--- src/design/feps_pkg.sv ---
package feps_pkg;

   localparam int unsigned PAGE_BYTES_DEF = 256;

   localparam logic [7:0] CMD_WREN      = 8'h06;
   localparam logic [7:0] CMD_ERASE_4K  = 8'h20;
   localparam logic [7:0] CMD_ERASE_64K = 8'hd8;
   localparam logic [7:0] CMD_PROGRAM   = 8'h02;
   localparam logic [7:0] CMD_NONE      = 8'h00;

   localparam logic       OP_START = 1'b0;
   localparam logic       OP_STEP  = 1'b1;

   localparam logic       STATUS_OK   = 1'b0;
   localparam logic       STATUS_IDLE = 1'b1;

   localparam logic [2:0] ADDR_BYTES_NONE  = 3'd0;
   localparam logic [2:0] ADDR_BYTES_THREE = 3'd3;
   localparam logic [2:0] ADDR_BYTES_FOUR  = 3'd4;

   localparam logic [32:0] SIZE_64K = 33'h0_0001_0000;
   localparam logic [32:0] SIZE_4K  = 33'h0_0000_1000;

   // one flash command as it leaves the block
   typedef struct packed {
      logic [7:0]  flash_command;
      logic [31:0] flash_address;
      logic [2:0]  address_bytes;
      logic [31:0] data_offset;
      logic [8:0]  data_length;
      logic        last;
      logic        transfer_done;
      logic        status;
   } result_type;

endpackage

--- src/design/flash_erase_program_sequencer.sv ---
// Flow: an item is taken into the input register, moves into the compute stage once it is
// accepted, and its first command appears on the rsp_ port in the cycle after that.
// Output: a step emits 1, 2 or 4 commands over the single result port, one per cycle while
// rsp_stall is low; a start item emits no command and is followed by a page-offset
// computation in the reciprocal multiplier, during which the following item waits.
// Reset: synchronous, active high; clears all transfer state and sets four_byte_ff to 1.
module flash_erase_program_sequencer #(
   parameter int unsigned PAGE_BYTES = feps_pkg::PAGE_BYTES_DEF
) (
   input  logic        clock,
   input  logic        reset,
   // configuration
   input  logic        csr_write_enable,
   input  logic        csr_write_data,
   // request channel
   input  logic        req_valid,
   output logic        req_stall,
   input  logic        req_opcode,
   input  logic [31:0] req_start_address,
   input  logic [31:0] req_total_length,
   // response channel
   output logic        rsp_valid,
   input  logic        rsp_stall,
   output logic [7:0]  rsp_flash_command,
   output logic [31:0] rsp_flash_address,
   output logic [2:0]  rsp_address_bytes,
   output logic [31:0] rsp_data_offset,
   output logic [8:0]  rsp_data_length,
   output logic        rsp_last,
   output logic        rsp_transfer_done,
   output logic        rsp_status
);
   import feps_pkg::*;

   // page offset width; a page offset is always below PAGE_BYTES
   localparam int unsigned PW = $clog2(PAGE_BYTES);
   // reciprocal for an exact 32-bit remainder by PAGE_BYTES: q = (a * RECIP) >> SHIFT
   localparam int unsigned SHIFT = 32 + PW;
   localparam logic [32:0] RECIP =
      33'(((64'd1 << SHIFT) + 64'(PAGE_BYTES) - 64'd1) / 64'(PAGE_BYTES));
   localparam logic [PW:0]   PAGE_FULL = (PW + 1)'(PAGE_BYTES);
   localparam logic [PW-1:0] PAGE_LOW  = PW'(PAGE_BYTES);
   // page offset of the top of the address space; zero when pages divide it evenly
   localparam logic [PW-1:0] WRAP_OFF  = PW'((64'd1 << 32) % 64'(PAGE_BYTES));

   // ------------------------------------------------------------------
   // input register
   // ------------------------------------------------------------------
   logic        s1_valid_ff, s1_valid_in;
   logic        s1_opcode_ff;
   logic [31:0] s1_address_ff;
   logic [31:0] s1_length_ff;

   // ------------------------------------------------------------------
   // transfer state
   // ------------------------------------------------------------------
   logic          four_byte_ff;
   logic [31:0]   cur_ff, cur_in;
   logic [31:0]   rem_ff, rem_in;
   logic [32:0]   erased_ff, erased_in;
   logic [31:0]   bytes_done_ff, bytes_done_in;
   logic [PW-1:0] page_off_ff, page_off_in;
   // high while the page offset of a freshly loaded start address is being worked out
   logic          calc_ff, calc_in;
   logic [64:0]   prod_ff;

   // ------------------------------------------------------------------
   // result buffer: shifts toward slot 0, which drives the rsp_ port
   // ------------------------------------------------------------------
   result_type  res_ff [4];
   result_type  res_load [4];
   logic [2:0]  cnt_ff, cnt_in;
   logic [2:0]  load_cnt;

   logic        pop;
   logic        take;
   logic        take_step;
   logic        take_start;

   // step datapath
   logic [PW:0]   span;
   logic [PW:0]   wlen;
   logic [31:0]   wlen32;
   logic          done;
   logic [32:0]   page_stop;
   logic [32:0]   range_end;
   logic [32:0]   e64;
   logic [32:0]   e4;
   logic          need_erase;
   logic          big_erase;
   logic [31:0]   erase_addr;
   logic [PW:0]   off_sum;
   logic [PW-1:0] q_low;
   logic [2:0]    abytes;
   logic [32:0]   cur_sum;
   logic [PW-1:0] off_lin;
   logic [PW-1:0] off_next;

   // ------------------------------------------------------------------
   // handshake
   // ------------------------------------------------------------------
   assign pop = (cnt_ff != 3'd0) && !rsp_stall;

   // a start needs no result room; a step needs the buffer empty or draining its last entry
   always_comb begin
      take = 1'b0;
      if (s1_valid_ff && !calc_ff) begin
         if (s1_opcode_ff == OP_START) begin
            take = 1'b1;
         end else begin
            take = (cnt_ff == 3'd0) || ((cnt_ff == 3'd1) && pop);
         end
      end
   end

   assign take_step  = take && (s1_opcode_ff == OP_STEP);
   assign take_start = take && (s1_opcode_ff == OP_START);

   // the input register refills in the same cycle it empties
   assign req_stall   = s1_valid_ff && !take;
   assign s1_valid_in = req_valid ? 1'b1 : (s1_valid_ff && !take);

   // ------------------------------------------------------------------
   // page step datapath
   // ------------------------------------------------------------------
   always_comb begin
      span       = PAGE_FULL - {1'b0, page_off_ff};
      done       = !(32'(span) < rem_ff);
      wlen       = done ? rem_ff[PW:0] : span;
      wlen32     = 32'(wlen);
      page_stop  = {1'b0, cur_ff} + 33'(span);
      range_end  = {1'b0, cur_ff} + {1'b0, rem_ff};
      e64        = {1'b0, cur_ff[31:16], 16'h0000} + SIZE_64K;
      e4         = {1'b0, cur_ff[31:12], 12'h000} + SIZE_4K;
      need_erase = page_stop > erased_ff;
      // a 64K erase needs the block to start at this sector and to end inside the range
      big_erase  = (cur_ff[15:12] == 4'h0) && (e64 <= range_end);
      erase_addr = big_erase ? {cur_ff[31:16], 16'h0000} : {cur_ff[31:12], 12'h000};
      off_sum    = {1'b0, page_off_ff} + wlen;
      cur_sum    = {1'b0, cur_ff} + {1'b0, wlen32};
      off_lin    = (off_sum == PAGE_FULL) ? '0 : off_sum[PW-1:0];
      // on a wrap past the top, shift the offset back by the top's own page offset
      off_next   = !cur_sum[32] ? off_lin :
                   (off_lin >= WRAP_OFF) ? off_lin - WRAP_OFF :
                   off_lin + PAGE_LOW - WRAP_OFF;
      abytes     = four_byte_ff ? ADDR_BYTES_FOUR : ADDR_BYTES_THREE;
      q_low      = prod_ff[SHIFT +: PW];
   end

   // build the commands of one step
   always_comb begin
      result_type wren_r;
      result_type erase_r;
      result_type prog_r;
      result_type idle_r;

      wren_r               = '0;
      wren_r.flash_command = CMD_WREN;
      wren_r.address_bytes = ADDR_BYTES_NONE;
      wren_r.transfer_done = done;
      wren_r.status        = STATUS_OK;

      erase_r               = wren_r;
      erase_r.flash_command = big_erase ? CMD_ERASE_64K : CMD_ERASE_4K;
      erase_r.flash_address = four_byte_ff ? erase_addr : {8'h00, erase_addr[23:0]};
      erase_r.address_bytes = abytes;

      prog_r               = wren_r;
      prog_r.flash_command = CMD_PROGRAM;
      prog_r.flash_address = four_byte_ff ? cur_ff : {8'h00, cur_ff[23:0]};
      prog_r.address_bytes = abytes;
      prog_r.data_offset   = bytes_done_ff;
      prog_r.data_length   = wlen32[8:0];
      prog_r.last          = 1'b1;

      idle_r               = '0;
      idle_r.flash_command = CMD_NONE;
      idle_r.last          = 1'b1;
      idle_r.status        = STATUS_IDLE;

      if (rem_ff == 32'd0) begin
         res_load[0] = idle_r;
         res_load[1] = idle_r;
         res_load[2] = idle_r;
         res_load[3] = idle_r;
         load_cnt    = 3'd1;
      end else if (need_erase) begin
         res_load[0] = wren_r;
         res_load[1] = erase_r;
         res_load[2] = wren_r;
         res_load[3] = prog_r;
         load_cnt    = 3'd4;
      end else begin
         res_load[0] = wren_r;
         res_load[1] = prog_r;
         res_load[2] = prog_r;
         res_load[3] = prog_r;
         load_cnt    = 3'd2;
      end
   end

   // ------------------------------------------------------------------
   // next state
   // ------------------------------------------------------------------
   always_comb begin
      cur_in        = cur_ff;
      rem_in        = rem_ff;
      erased_in     = erased_ff;
      bytes_done_in = bytes_done_ff;
      page_off_in   = page_off_ff;
      calc_in       = 1'b0;

      if (calc_ff) begin
         // finish the remainder: a - q * PAGE_BYTES, only the low bits matter
         page_off_in = cur_ff[PW-1:0] - PW'(q_low * PAGE_LOW);
      end else if (take_start) begin
         cur_in        = s1_address_ff;
         rem_in        = s1_length_ff;
         erased_in     = {1'b0, s1_address_ff};
         bytes_done_in = 32'd0;
         calc_in       = 1'b1;
      end else if (take_step && (rem_ff != 32'd0)) begin
         if (need_erase) begin
            erased_in = big_erase ? e64 : e4;
         end
         rem_in        = rem_ff - wlen32;
         cur_in        = cur_sum[31:0];
         bytes_done_in = bytes_done_ff + wlen32;
         page_off_in   = off_next;
      end
   end

   always_comb begin
      cnt_in = cnt_ff;
      if (take_step) begin
         cnt_in = load_cnt;
      end else if (pop) begin
         cnt_in = cnt_ff - 3'd1;
      end
   end

   // ------------------------------------------------------------------
   // registers
   // ------------------------------------------------------------------
   always_ff @(posedge clock) begin
      if (reset) begin
         s1_valid_ff   <= 1'b0;
         four_byte_ff  <= 1'b1;
         cur_ff        <= '0;
         rem_ff        <= '0;
         erased_ff     <= '0;
         bytes_done_ff <= '0;
         page_off_ff   <= '0;
         calc_ff       <= 1'b0;
         cnt_ff        <= '0;
      end else begin
         s1_valid_ff   <= s1_valid_in;
         cur_ff        <= cur_in;
         rem_ff        <= rem_in;
         erased_ff     <= erased_in;
         bytes_done_ff <= bytes_done_in;
         page_off_ff   <= page_off_in;
         calc_ff       <= calc_in;
         cnt_ff        <= cnt_in;
         if (csr_write_enable) begin
            four_byte_ff <= csr_write_data;
         end
      end
   end

   // payload: capture the request when the input register is free, advance the buffer
   always_ff @(posedge clock) begin
      if (req_valid && !req_stall) begin
         s1_opcode_ff  <= req_opcode;
         s1_address_ff <= req_start_address;
         s1_length_ff  <= req_total_length;
      end
      // start of the page-offset remainder: one wide product, registered
      if (take_start) begin
         prod_ff <= 65'(s1_address_ff) * 65'(RECIP);
      end
      if (take_step) begin
         res_ff <= res_load;
      end else if (pop) begin
         res_ff[0] <= res_ff[1];
         res_ff[1] <= res_ff[2];
         res_ff[2] <= res_ff[3];
      end
   end

   // ------------------------------------------------------------------
   // outputs
   // ------------------------------------------------------------------
   assign rsp_valid         = (cnt_ff != 3'd0);
   assign rsp_flash_command = res_ff[0].flash_command;
   assign rsp_flash_address = res_ff[0].flash_address;
   assign rsp_address_bytes = res_ff[0].address_bytes;
   assign rsp_data_offset   = res_ff[0].data_offset;
   assign rsp_data_length   = res_ff[0].data_length;
   assign rsp_last          = res_ff[0].last;
   assign rsp_transfer_done = res_ff[0].transfer_done;
   assign rsp_status        = res_ff[0].status;

   // ------------------------------------------------------------------
   // assertions
   // ------------------------------------------------------------------
   a_cnt_range : assert property (@(posedge clock) disable iff (reset)
      cnt_ff <= 3'd4)
      else $error("result count out of range");

   a_step_gives_result : assert property (@(posedge clock) disable iff (reset)
      take_step |=> rsp_valid)
      else $error("accepted step produced no result");

   a_last_is_final : assert property (@(posedge clock) disable iff (reset)
      (rsp_valid && rsp_last) |-> (cnt_ff == 3'd1))
      else $error("last flag on a result that is not the final one");

   a_offset_in_page : assert property (@(posedge clock) disable iff (reset)
      !calc_ff |-> ({1'b0, page_off_ff} < PAGE_FULL))
      else $error("page offset beyond page size");

   a_no_take_while_calc : assert property (@(posedge clock) disable iff (reset)
      calc_ff |-> !take)
      else $error("item taken during page offset computation");

endmodule
--- config.mk ---
export PLATFORM = sky130hd
export DESIGN_NAME = flash_erase_program_sequencer
export DESIGN_NICKNAME = d
export VERILOG_FILES = /design/src/design/feps_pkg.sv /design/src/design/flash_erase_program_sequencer.sv
export SDC_FILE = /design/constraint.sdc
export NUM_CORES = 1
export LEC_CHECK = 0
export BUFFER_PORTS_ARGS = -buffer_cell sky130_fd_sc_hd__buf_2
export CELL_PAD_IN_SITES_DETAIL_PLACEMENT = 0
export CELL_PAD_IN_SITES_GLOBAL_PLACEMENT = 1
export CORE_MARGIN = 2
export CORE_UTILIZATION = 45
export DETAILED_ROUTE_END_ITERATION = 6
export GPL_ROUTABILITY_DRIVEN = 1
export PLACE_DENSITY_LB_ADDON = 0.12
export SYNTH_ARGS = -nofsm -noshare
export SYNTH_HDL_FRONTEND = slang
export SYNTH_SLANG_ARGS = --single-unit
--- constraint.sdc ---
create_clock -name clock -period 9.2 [get_ports clock]
set_clock_uncertainty 0.1 [all_clocks]
set_input_delay 0.46 -clock clock [delete_from_list [all_inputs] [get_ports clock]]
set_output_delay 0.46 -clock clock [all_outputs]
set_load 0.02 [all_outputs]
Word level (Yosys, flattened, before mapping):

Cells that the tools add are included.

* bits in registers: 556
* bits of input ports: 71
* output and inout bits: 89
* logic and storage cells: 122

* $add $sub $neg: 10
* order comparisons: 3
* equality and inequality tests: 3
* muxes and demuxes: 32
* bitwise logic cells: 2
* reduce and logical (&&, ||, !) cells: 28

Operator list (count)
* 261-bit 2-to-1 mux: 3
* 343-bit 2-to-1 mux: 1
* 32-bit 2-to-1 mux: 8
* 33-bit 2-to-1 mux: 4
* 32-bit by 9-bit adder with 32-bit output: 2
* 8-bit 2-to-1 mux: 5
* 32-bit by 13-bit adder with 33-bit output, second input constant: 1
* 32-bit by 17-bit adder with 33-bit output, second input constant: 1
* 32-bit by 32-bit adder with 33-bit output: 1
* 32-bit by 9-bit adder with 33-bit output: 1
* 33-bit greater-than comparator: 1
* 33-bit <= comparator: 1
* 32-bit logical NOT: 1
* 9-bit by 32-bit less-than comparator with 1-bit output: 1
* 32-bit nonzero test: 1
* 32-bit by 9-bit subtractor with 32-bit output: 1
* 16-bit 2-to-1 mux: 1
* 3-bit 2-to-1 mux: 5
* 8-bit by 9-bit adder with 9-bit output: 1
* 9-bit equality test, second input constant: 1
* 1-bit logical AND: 9
* 9-bit 2-to-1 mux: 1
* 9-bit by 8-bit subtractor with 9-bit output, first input constant: 1
* 2-bit nonzero test: 4
* 13 further kinds: 22

Depth between registers and ports, before layout:

Gate-level depths: netlist of the first run.

* depth after elaboration: 11
* mapped depth: 29
* depth with buffers taken out: 25

Least setup slack after synthesis of the first run:

No wires, ideal clock.

* kind: register to register
* from: register cnt_ff[0]
* to: register cnt_ff[2]
* setup time: 0.099 ns
* data arrival time: 7.769 ns
* data required time: 9.001 ns
* path slack: 1.232 ns
* cell stages (with the launch flop): 7
* path buffers: 0
* period minus slack after synthesis: 7.968 ns
* cells stage by stage: dfxtp_1 > inv_1 > ha_1 > a21oi_1 > nand2b_1 > o21ai_0 > a211oi_1

* cells in the longest elaborated chain, start to end: 8
* elaborated cells on any way between the ends: 13
* classes of those cells: add/sub: 1; eq/ne: 1; mux: 4; reduce/logical: 7

RTL lines
* start: declaration: RTL line flash_erase_program_sequencer.sv:72 `logic [2:0] cnt_ff, cnt_in;`
* start signal: assignment: RTL line flash_erase_program_sequencer.sv:264 `cnt_ff <= cnt_in;`
* 3-bit nonzero test: RTL line flash_erase_program_sequencer.sv:102 `assign pop = (cnt_ff != 3'd0) && !rsp_stall;`
* 1-bit logical AND: RTL line flash_erase_program_sequencer.sv:102
* 1-bit logical AND: RTL line flash_erase_program_sequencer.sv:111 `take = (cnt_ff == 3'd0) || ((cnt_ff == 3'd1) && pop);`
* 1-bit logical OR: RTL line flash_erase_program_sequencer.sv:111
* 1-bit 2-to-1 mux: RTL line flash_erase_program_sequencer.sv:108 `if (s1_opcode_ff == OP_START) begin`
* 1-bit 2-to-1 mux: RTL line flash_erase_program_sequencer.sv:107 `if (s1_valid_ff && !calc_ff) begin`
* 1-bit logical AND: RTL line flash_erase_program_sequencer.sv:116 `assign take_step = take && (s1_opcode_ff == OP_STEP);`
* 3-bit 2-to-1 mux / 2-bit nonzero test (equally long branches)

Several ways; a longest one is shown, not always the timed one. The select of a mux whose other input is x is not followed.
A chain may end at the register's enable or synchronous reset.

Worst setup path in the final report of the first run:

* from: register cur_ff[1]
* to: register erased_ff[18]

* cells in the longest elaborated chain, start to end: 7
* elaborated cells on any way between the ends: 11
* classes of those cells: add/sub: 2; order compare: 2; mux: 4; reduce/logical: 3

RTL lines
* start: declaration: RTL line flash_erase_program_sequencer.sv:58 `logic [31:0] cur_ff, cur_in;`
* start signal: assignment: RTL line flash_erase_program_sequencer.sv:258 `cur_ff <= cur_in;`
* 32-bit by 32-bit adder with 33-bit output: RTL line flash_erase_program_sequencer.sv:132 `range_end = {1'b0, cur_ff} + {1'b0, rem_ff};`
* 33-bit <= comparator: RTL line flash_erase_program_sequencer.sv:137 `big_erase = (cur_ff[15:12] == 4'h0) && (e64 <= range_end);`
* 1-bit logical AND: RTL line flash_erase_program_sequencer.sv:137
* 33-bit 2-to-1 mux: RTL line flash_erase_program_sequencer.sv:224 `erased_in = big_erase ? e64 : e4;`
* 33-bit 2-to-1 mux: RTL line flash_erase_program_sequencer.sv:223 `if (need_erase) begin`
* 33-bit 2-to-1 mux: RTL line flash_erase_program_sequencer.sv:222 `end else if (take_step && (rem_ff != 32'd0)) begin`
* 33-bit 2-to-1 mux: RTL line flash_erase_program_sequencer.sv:216 `end else if (take_start) begin`
* end signal: assignment: RTL line flash_erase_program_sequencer.sv:260 `erased_ff <= erased_in;`
* end: declaration: RTL line flash_erase_program_sequencer.sv:60 `logic [32:0] erased_ff, erased_in;`

Several ways; a longest one is shown, not always the timed one. The select of a mux whose other input is x is not followed.

==> results.ini, run 1 <==
[clock_tree]
htreeDepth=2
cts_hold_buf=67
tritoncts=done
cts_resized=0
cts_buffers=57
cts_root_buf=clkbuf_16
clk_path_buf_depth=3
clkLatencyLatePin_ns=0.62
clkTransAtPathRegs_ns=0.06
cts_sinks=530
cts_setup_buffers=0

[floorplanning]
die_h_um=250
core_area_sq_mm=0.0600
fp.dieW_um=250
boundaryPins=160
initial_utilization_pct=45.2
rows=90
die_area_sq_mm=0.0623

[power]
power.density_mw_per_mm2=273
peakVddDrop_v=0.000221
p_leak_nw=11.8

[run_status]
violations=design-rule violations
outcome=finished with violations

[place]
dp_hpwl_mm=47.1
portBuffers=158
place.gp.congestion=0.895
placed_cells=3208
dpl_cell_area_sq_mm=0.0280

[logic_synthesis]
ys_ff_latch=530
synth_most_common_cell=edfxtp_1
synth_top_area_share_pct=42.8
synth.cells.most_frequent=387 x edfxtp_1, 188 x nand2_1, 175 x nor2_1
synth_async_sr_flop_share_pct=0
avgSynthCellArea_sq_um=11.0
yosys.area.top_type=edfxtp_1
synthTopCellsByArea=edfxtp_1 43%, dfxtp_1 11%, ha_1 6.6%
yosys.cell_types.count=86
synth_edf_count=387
yosysWarnings=0
syn_inst=2455
syn_nets=2676
synthFlopType=edfxtp_1
ys_seq_area_share_pct=53.4
syn_area_sq_mm=0.0271

[route]
wl_per_cell_um=20.4
wl_mm=68.8
post_drt_via_cell_ratio=5.50
num_vias=18599
drt_pass1_iterations=7
drt_iter0_markers=1452
drc=2
final_antenna_net_count=0

[setup_path]
cp.required_ns=9.61
startpoint_type=register
slowest_delay_ns=0.63
path_depth=23
cp_max_fo=15
arrival_ns=7.40
critPathSlowestCell=a2111oi_0
path_buf_inv=1
endpoint_kind=register
path_delay_family=compound AO/OA/AOI/OAI gates
criticalPathCategory=reg -> reg
path_cells=inv_1, fa_1, nand2b_1, a2111oi_0, nor2_1, a211oi_1, nand3_1, a31oi_1, a21o_1, nor3_1, o21bai_1, xnor2_1, ha_1, nand4_1, nor4_1, nand4_1, nor3_2, o311ai_1, or4_1, o41a_4, a21boi_2, xnor2_1, a2111oi_2
ff2ff_path_depth=23

[timing]
whs_ns=0.0513
max_freq_ghz=0.143
tns_ns=0
hold_viol_final=0
post-route-min-period_ns=6.99
tightest_slew_ns=1.07
rsz0062_at_grt=no
setup_viol=0
relSlewSlack_pct=26.7
fin_crit_sh_pct=76.0
drv_slew=0

[global_routing]
met1_usage_pct=33.2
grt_use_total_pct=21.9
grt_use_met2_pct=32.7
grt_max_degree=140
grt_antenna_before_repair=3
grt_pass1_wl_mm=106
grtUsageMet3_pct=3.17
grt_pass1_vias=17975
grt.busiest_layer=met1
grt_overflow=0

[cells_and_area]
fin_cells=3379
area_growth_syn_to_layout_pct=12.3
layout-drive-gt1-share_pct=12.5
final_util_pct=50.8
final_nets=2773
fillers=5348
fin_area_sq_mm=0.0305

[min_path]
hold_depth=3
holdCritPathClass=in -> reg

[flow_run]
drv_cap=0

## path summary, 6_finish.rpt
kind              endpoint             start  slack, ns
min reg2reg     rem_ff[22]  s1_length_ff[22]       0.35
min            s1_valid_ff         req_valid       0.05
max reg2reg  erased_ff[18]         cur_ff[1]       2.21
max          erased_ff[18]         cur_ff[1]       2.21
## tightest hold or removal path, cell delays in order
cell and delay [ns]:
buf_2 0.13, nor2_1 0.06, nor2_1 0.07
## cells by family after synthesis
| kind of cell | synth area share, % |
|---|---|
| multiplexers | 1.20 |
| adder cells (fa/ha/maj) | 7.08 |
| XOR/XNOR | 5.20 |
| AND/OR/NAND/NOR | 13.4 |
| flip-flops | 53.4 |
| AO/OA/AOI/OAI | 13.8 |
| other | 0.0138 |
| buffers and inverters | 5.90 |
## where the power goes
group          total [mW]  switching, mW  leakage, nW  internal, mW
Clock                2.29          0.958        0.888          1.33
Sequential           3.68          0.244         4.83          3.43
Combinational        2.35           1.51         6.11         0.839
## per-stage QoR
step	power (mW)	setup WS [ns]
floorplan	5.64	1.23
global placement	6.03	2.22
detailed placement	6.07	2.16
CTS	8.39	2.18
global route	8.75	1.70
finish	8.31	2.21
## routing by layer
layer | vias to the layer above | wire length, um
li1 | 8978 | -
met1 | 9010 | 34500
met2 | 506 | 29200
met3 | 103 | 3430
met4 | 2 | 1640
met5 | - | 8
## area by class of cell
| class | count | area, sq um | share of cell area, % |
|---|---|---|---|
| flip-flops and latches | 530 | 14500 | 47.5 |
| repair buffers | 251 | 1670 | 5.49 |
| clock inverters | 28 | 320 | 1.05 |
| multi-input cells | 1609 | 11100 | 36.4 |
| well taps | 782 | 978 | 3.21 |
| diodes | 1 | 2.50 | 0.00821 |
| inverters | 103 | 389 | 1.28 |
| clock buffers | 75 | 1520 | 5.00 |
## flip-flops by register name, indices dropped and copies added, names as in the netlist
register	cells
rsp_flash_command	4
res_ff	240
rsp_transfer_done	1
s1_opcode_ff	1
s1_length_ff	32
s1_valid_ff	1
four_byte_ff	1
cnt_ff	3
bytes_done_ff	32
erased_ff	33
calc_ff	1
rsp_flash_address	32
rsp_last	1
s1_address_ff	32
cur_ff	32
rsp_data_offset	32
rsp_data_length	9
rsp_address_bytes	2
page_off_ff	8
rem_ff	32
rsp_status	1
## placed cells by master (no fill, tap or decap), types with 10 or more instances in the layout
cell type,count
inv_1,100
dfxtp_1,143
and2_1,93
o21a_1,18
o21ai_0,95
nand2_1,188
a311oi_1,10
mux2_2,20
a21oi_1,126
nor4_1,18
and3_1,31
nand3_1,52
o21bai_1,12
a211oi_1,34
nor2_1,173
a22o_1,96
nor3_1,26
buf_2,157
ha_1,144
buf_4,26
mux2i_1,10
nand4_1,22
o211ai_1,16
dlygate4sd3_1,67
xor2_1,65
xnor2_1,96
nor2b_1,62
clkinv_1,13
clkbuf_16,57
clkbuf_1,15
a21o_1,42
nand2b_1,11
edfxtp_1,387
Power figures use the tool's default switching activity.
==> inputs of run 2 (changes only) <==
==> constraint.sdc (replaced) <==
create_clock -name clock -period 6.3 [get_ports clock]
set_clock_uncertainty 0.1 [all_clocks]
set_input_delay 0.315 -clock clock [delete_from_list [all_inputs] [get_ports clock]]
set_output_delay 0.315 -clock clock [all_outputs]
set_load 0.02 [all_outputs]
==> run 2 against run 1 <==
The flow now finishes without violations. Register-to-register slack worse by 1.9 ns. Sequential cell count stayed put. Hold slack better by 0.034 ns. Combinational power is 57% higher. Critical path type unchanged. Critical endpoint is now erased_ff[31]. Highest routed layer is now met4.
==> results.ini, run 2 (synthesis results as in run 1) <==
[setup_path]
startpoint_type=register
critPathSlowestCell=o41a_4
criticalPathCategory=reg -> reg
rrSetupSlack_ns=0.32
cp.required_ns=6.74
endpoint_kind=register
slowest_delay_ns=0.46
arrival_ns=6.42
cp_common_cell=buf_4
cp_max_fo=5

[global_routing]
grt_overflow=0
grt_max_degree=223
grt_pass1_wl_mm=110
grt_antenna_before_repair=2
grt_pass1_vias=18696
grt_use_total_pct=22.6

[clock_tree]
clk_path_buf_depth=3
clkLatencyLatePin_ns=0.64
cts_root_buf=clkbuf_16
cts_sinks=530
tritoncts=done
cts_buffers=58
clkTransAtPathRegs_ns=0.07
htreeDepth=2

[run_status]
outcome=completed

[floorplanning]
boundaryPins=160
die_h_um=250
fp.dieW_um=250
die_area_sq_mm=0.0623
rows=90
initial_utilization_pct=45.2
core_area_sq_mm=0.0600

[cells_and_area]
reg_top3=res_ff: 240 flops, erased_ff: 33 flops
fillers=5349
final_util_pct=52.2
final_nets=2869
final_common_cell=edfxtp_1
area_growth_syn_to_layout_pct=15.5
antenna_cells=0
largest_register_ffs=240
layout-drive-gt1-share_pct=16.0
top_register=res_ff
final_cell_mix=387 x edfxtp_1, 188 x nand2_1, 174 x nor2_1

[flow_run]
drv_cap=0

[min_path]
holdCritPathClass=in -> reg

[route]
drt_pass1_iterations=5
wl_mm=71.4
drc=0
final_antenna_net_count=0
drt_iter0_markers=1309
post_drt_via_cell_ratio=5.48
wl_per_cell_um=20.5
num_vias=19052

[timing]
setup_viol=0
tns_ns=0
max_freq_ghz=0.167
post-route-min-period_ns=5.98
fin_ws_ns=0.316
drv_slew=0
hold_viol_final=0
tightest_slew_ns=1.01
fin_crit_sh_pct=95.0
relSlewSlack_pct=32.4

[place]
pre_cts_ws_ns=0.0929
dp_hpwl_mm=48.7
portBuffers=158
place.gp.congestion=0.919

[power]
p_leak_nw=12.4
peakVddDrop_v=0.000368
power.density_mw_per_mm2=394
power_mw=12.3

[run 2: metrics by stage]
stage / cell area [sq um] / hold WS [ns] / instances
2_1_floorplan: 27100 / 0.314 / 2455
5_1_grt: 31300 / 0.0820 / 3479
3_3_place_gp: 28700 / 0.330 / 3297
4_1_cts: 31200 / 0.0351 / 3474
6_report: 31300 / 0.0854 / 3479
3_5_place_dp: 28700 / 0.332 / 3297
[run 2: worst paths after layout]
check / start / end / cells after the start
worst max-delay path: rem_ff[0] / erased_ff[31] / 29
worst min-delay path: rsp_stall / cnt_ff[0] / 4
worst max register to register: rem_ff[0] / erased_ff[31] / 29
worst min register to register: s1_length_ff[22] / rem_ff[22] / 2
[run 2: final cells by class]
type	count	area, sq um	area share (%)
clock inverters	27	255	0.815
multi-input cells	1609	11100	35.6
repair buffers	346	2460	7.86
well taps	782	978	3.12
inverters	103	389	1.24
flip-flops and latches	530	14500	46.2
clock buffers	82	1620	5.18
[run 2: critical path: cells and delay by family, from the launching register on]
family          cells  cell delay [ns]
fa+ha+maj           3             0.88
xor+xnor            2             0.19
flops               1             0.35
simple gates        9             1.39
compound gates      9             2.03
buf+inv             6             0.93
[run 2: repair_timing]
action                                  4_1_cts  5_1_grt
endpoints found under the setup margin        1       44
hold buffers                                 68        0
buffers inserted                              0        5
gates resized for setup                       1        9
pin swaps                                     0        4
endpoints found under the hold margin        67        0
[run 2: power breakdown]
group          leakage [nW]  switching [mW]  internal [mW]
logic                  6.62            2.31           1.38
registers              4.83           0.313           5.01
clock network         0.909            1.41           1.92
[run 2: layer usage]
metal	up-vias	track usage (%)	share of wire, %
met1	9243	34.4	50
met3	103	2.72	4.8
met5	-	0	0
li1	9180	-	-
met4	0	6.51	2.4
met2	526	34.0	43
==> inputs of run 3 (changes only) <==
==> constraint.sdc (replaced) <==
create_clock -name clock -period 7.57 [get_ports clock]
set_clock_uncertainty 0.1 [all_clocks]
set_input_delay 0.3785 -clock clock [delete_from_list [all_inputs] [get_ports clock]]
set_output_delay 0.3785 -clock clock [all_outputs]
set_load 0.02 [all_outputs]
==> run 3 against run 2 <==
Combinational power shrank 22%. Cell count shrank 2.5%. Non-clock buffer count shrank 84. Via count shrank 2.8%. Utilization shrank 1.3 points. Sequential power shrank 16%. Fmax shrank 14%. Die area is the same. Critical path depth shrank 6. Critical endpoint is now rem_ff[27]. Largest cell class unchanged.
==> results.ini, run 3 (synthesis results as in run 1) <==
[timing]
drv_slew=0
setup_viol=0
tns_ns=0
relSlewSlack_pct=24.5
post-route-min-period_ns=6.98
whs_ns=0.112
fin_crit_sh_pct=92.3
hold_viol_final=0
tightest_slew_ns=1.13
fin_ws_ns=0.586
rsz0062_at_grt=no
max_freq_ghz=0.143

[global_routing]
grt_pass1_vias=18431
grt_overflow=0
grt_use_met2_pct=33.3
grt.busiest_layer=met2
grt_use_total_pct=22.0
grt_pass1_wl_mm=108
met1_usage_pct=32.6
grt_antenna_before_repair=0
grtUsageMet3_pct=3.61
grt_max_degree=166

[clock_tree]
cts_sinks=530
cts_buffers=57
cts_setup_buffers=0
clkLatencyLatePin_ns=0.64
clk_path_buf_depth=3
cts_root_buf=clkbuf_16
cts_hold_buf=68
htreeDepth=2
clkTransAtPathRegs_ns=0.06
tritoncts=done
cts_resized=0

[power]
p_seq_share_pct=44.4
p_int_mw=6.80
combPwrFrac_pct=28.4
clockPowerShare_pct=27.3
p_sw_share_pct=32.6
peakVddDrop_v=0.000203
p_leak_nw=11.9
power.switching_mw=3.28
power.density_mw_per_mm2=330

[setup_path]
r2r-start=page_off_ff[0]
reg2reg_to=rem_ff[27]
cp.required_ns=8.00
rrSetupSlack_ns=0.59
ff2ff_path_depth=23
criticalPathCategory=reg -> reg
arrival_ns=7.42
startpoint_type=register
endpoint_kind=register
startpoint=page_off_ff[0]
cp_max_fo=11

[cells_and_area]
final_common_cell=edfxtp_1
area_growth_syn_to_layout_pct=12.7
reg_top3=res_ff: 240 flops, erased_ff: 33 flops
largest_register_ffs=240
antenna_cells=0
final_cell_mix=387 x edfxtp_1, 188 x nand2_1, 174 x nor2_1
layout-drive-gt1-share_pct=12.9
top_register=res_ff
final_nets=2784

[route]
drc=0
drt_iter0_markers=1189
post_drt_via_cell_ratio=5.46
final_antenna_net_count=0
wl_per_cell_um=20.2
wl_mm=68.6
drt_pass1_iterations=5
num_vias=18514

[floorplanning]
rows=90
initial_utilization_pct=45.2
core_area_sq_mm=0.0600
boundaryPins=160
fp.dieW_um=250
die_area_sq_mm=0.0623
die_h_um=250

[place]
dp_hpwl_mm=46.7
portBuffers=158
place.gp.congestion=0.910
pre_cts_ws_ns=0.678

[run_status]
outcome=completed

[min_path]
holdCritPathClass=in -> reg
hold_start=reset
hold_depth=2
hold_path_end=erased_ff[5]

[flow_run]
drv_cap=0

[run 3: cell count changes in the layout (fill, tap and decap cells not counted), moves of 2 or more]
cell      before  now
buf_4        113   35
buf_12         7    2
clkinv_2      10    6
clkbuf_1      17   20
mux2i_1        8   10
mux2i_2        2    0
o21ai_0       93   95
o21ai_1        4    2
[run 3: power by group through the flow]
| stage | Combinational, mW | Clock, mW | Sequential [mW] |
|---|---|---|---|
| final | 2.86 | 2.75 | 4.47 |
| after global routing | 3.15 | 2.94 | 4.55 |
| after CTS | 2.88 | 2.82 | 4.48 |
| after detailed placement | 2.84 | 0 | 4.54 |
| after global placement | 2.81 | 0 | 4.52 |
| after floorplan | 2.27 | 0 | 4.50 |
[run 3: stage by stage]
stage / std cells / util [%] / area [sq um] / power, mW
6_report: 3393 / 50.9 / 30600 / 10.1
3_3_place_gp: 3218 / 46.7 / 28000 / 7.33
2_1_floorplan: 2455 / - / 27100 / 6.76
4_1_cts: 3393 / 50.9 / 30600 / 10.2
3_5_place_dp: 3218 / 46.7 / 28000 / 7.38
5_1_grt: 3393 / 50.9 / 30600 / 10.6
[run 3: critical path, cell delays in order, from the launching register on]
cell      delay (ns)
dfxtp_1         0.50
inv_1           0.08
ha_1            0.24
xnor2_1         0.32
ha_1            0.31
a21o_1          0.17
a21o_1          0.17
a21o_1          0.17
a211oi_1        0.23
o21ai_0         0.13
o211ai_1        0.09
buf_4           0.28
mux2i_1         0.88
ha_1            0.38
nor2b_1         0.13
o21ai_0         0.21
a21oi_1         0.12
o21ai_0         0.22
a21boi_0        0.18
o21ai_0         0.79
nand2_1         0.41
or3_1           0.43
xor2_1          0.15
a211oi_1        0.21
[run 3: metal layers]
layer  vias up  share of wire (%)
li1       9007                  -
met1      8893                 49
met2       514                 43
met3       100                5.5
met4         0                2.5
met5         -                  0
[run 3: final cells by class]
class                           count  area, sq um
Timing Repair Buffer              262         1770
Clock buffer                       85         1620
Fill cell                        5289        29400
Inverter                          103          389
Sequential cell                   530        14500
Tap cell                          782          978
Clock inverter                     22          238
Multi-Input combinational cell   1609        11100
[run 3: worst max-delay path by stage]
stage	slack, ns	end
2_1_floorplan	2.01	res_ff[233]
3_3_place_gp	0.75	rem_ff[27]
3_5_place_dp	0.68	rem_ff[27]
4_1_cts	0.64	rem_ff[27]
5_1_grt	0.22	cur_ff[11]
6_report	0.59	rem_ff[27]
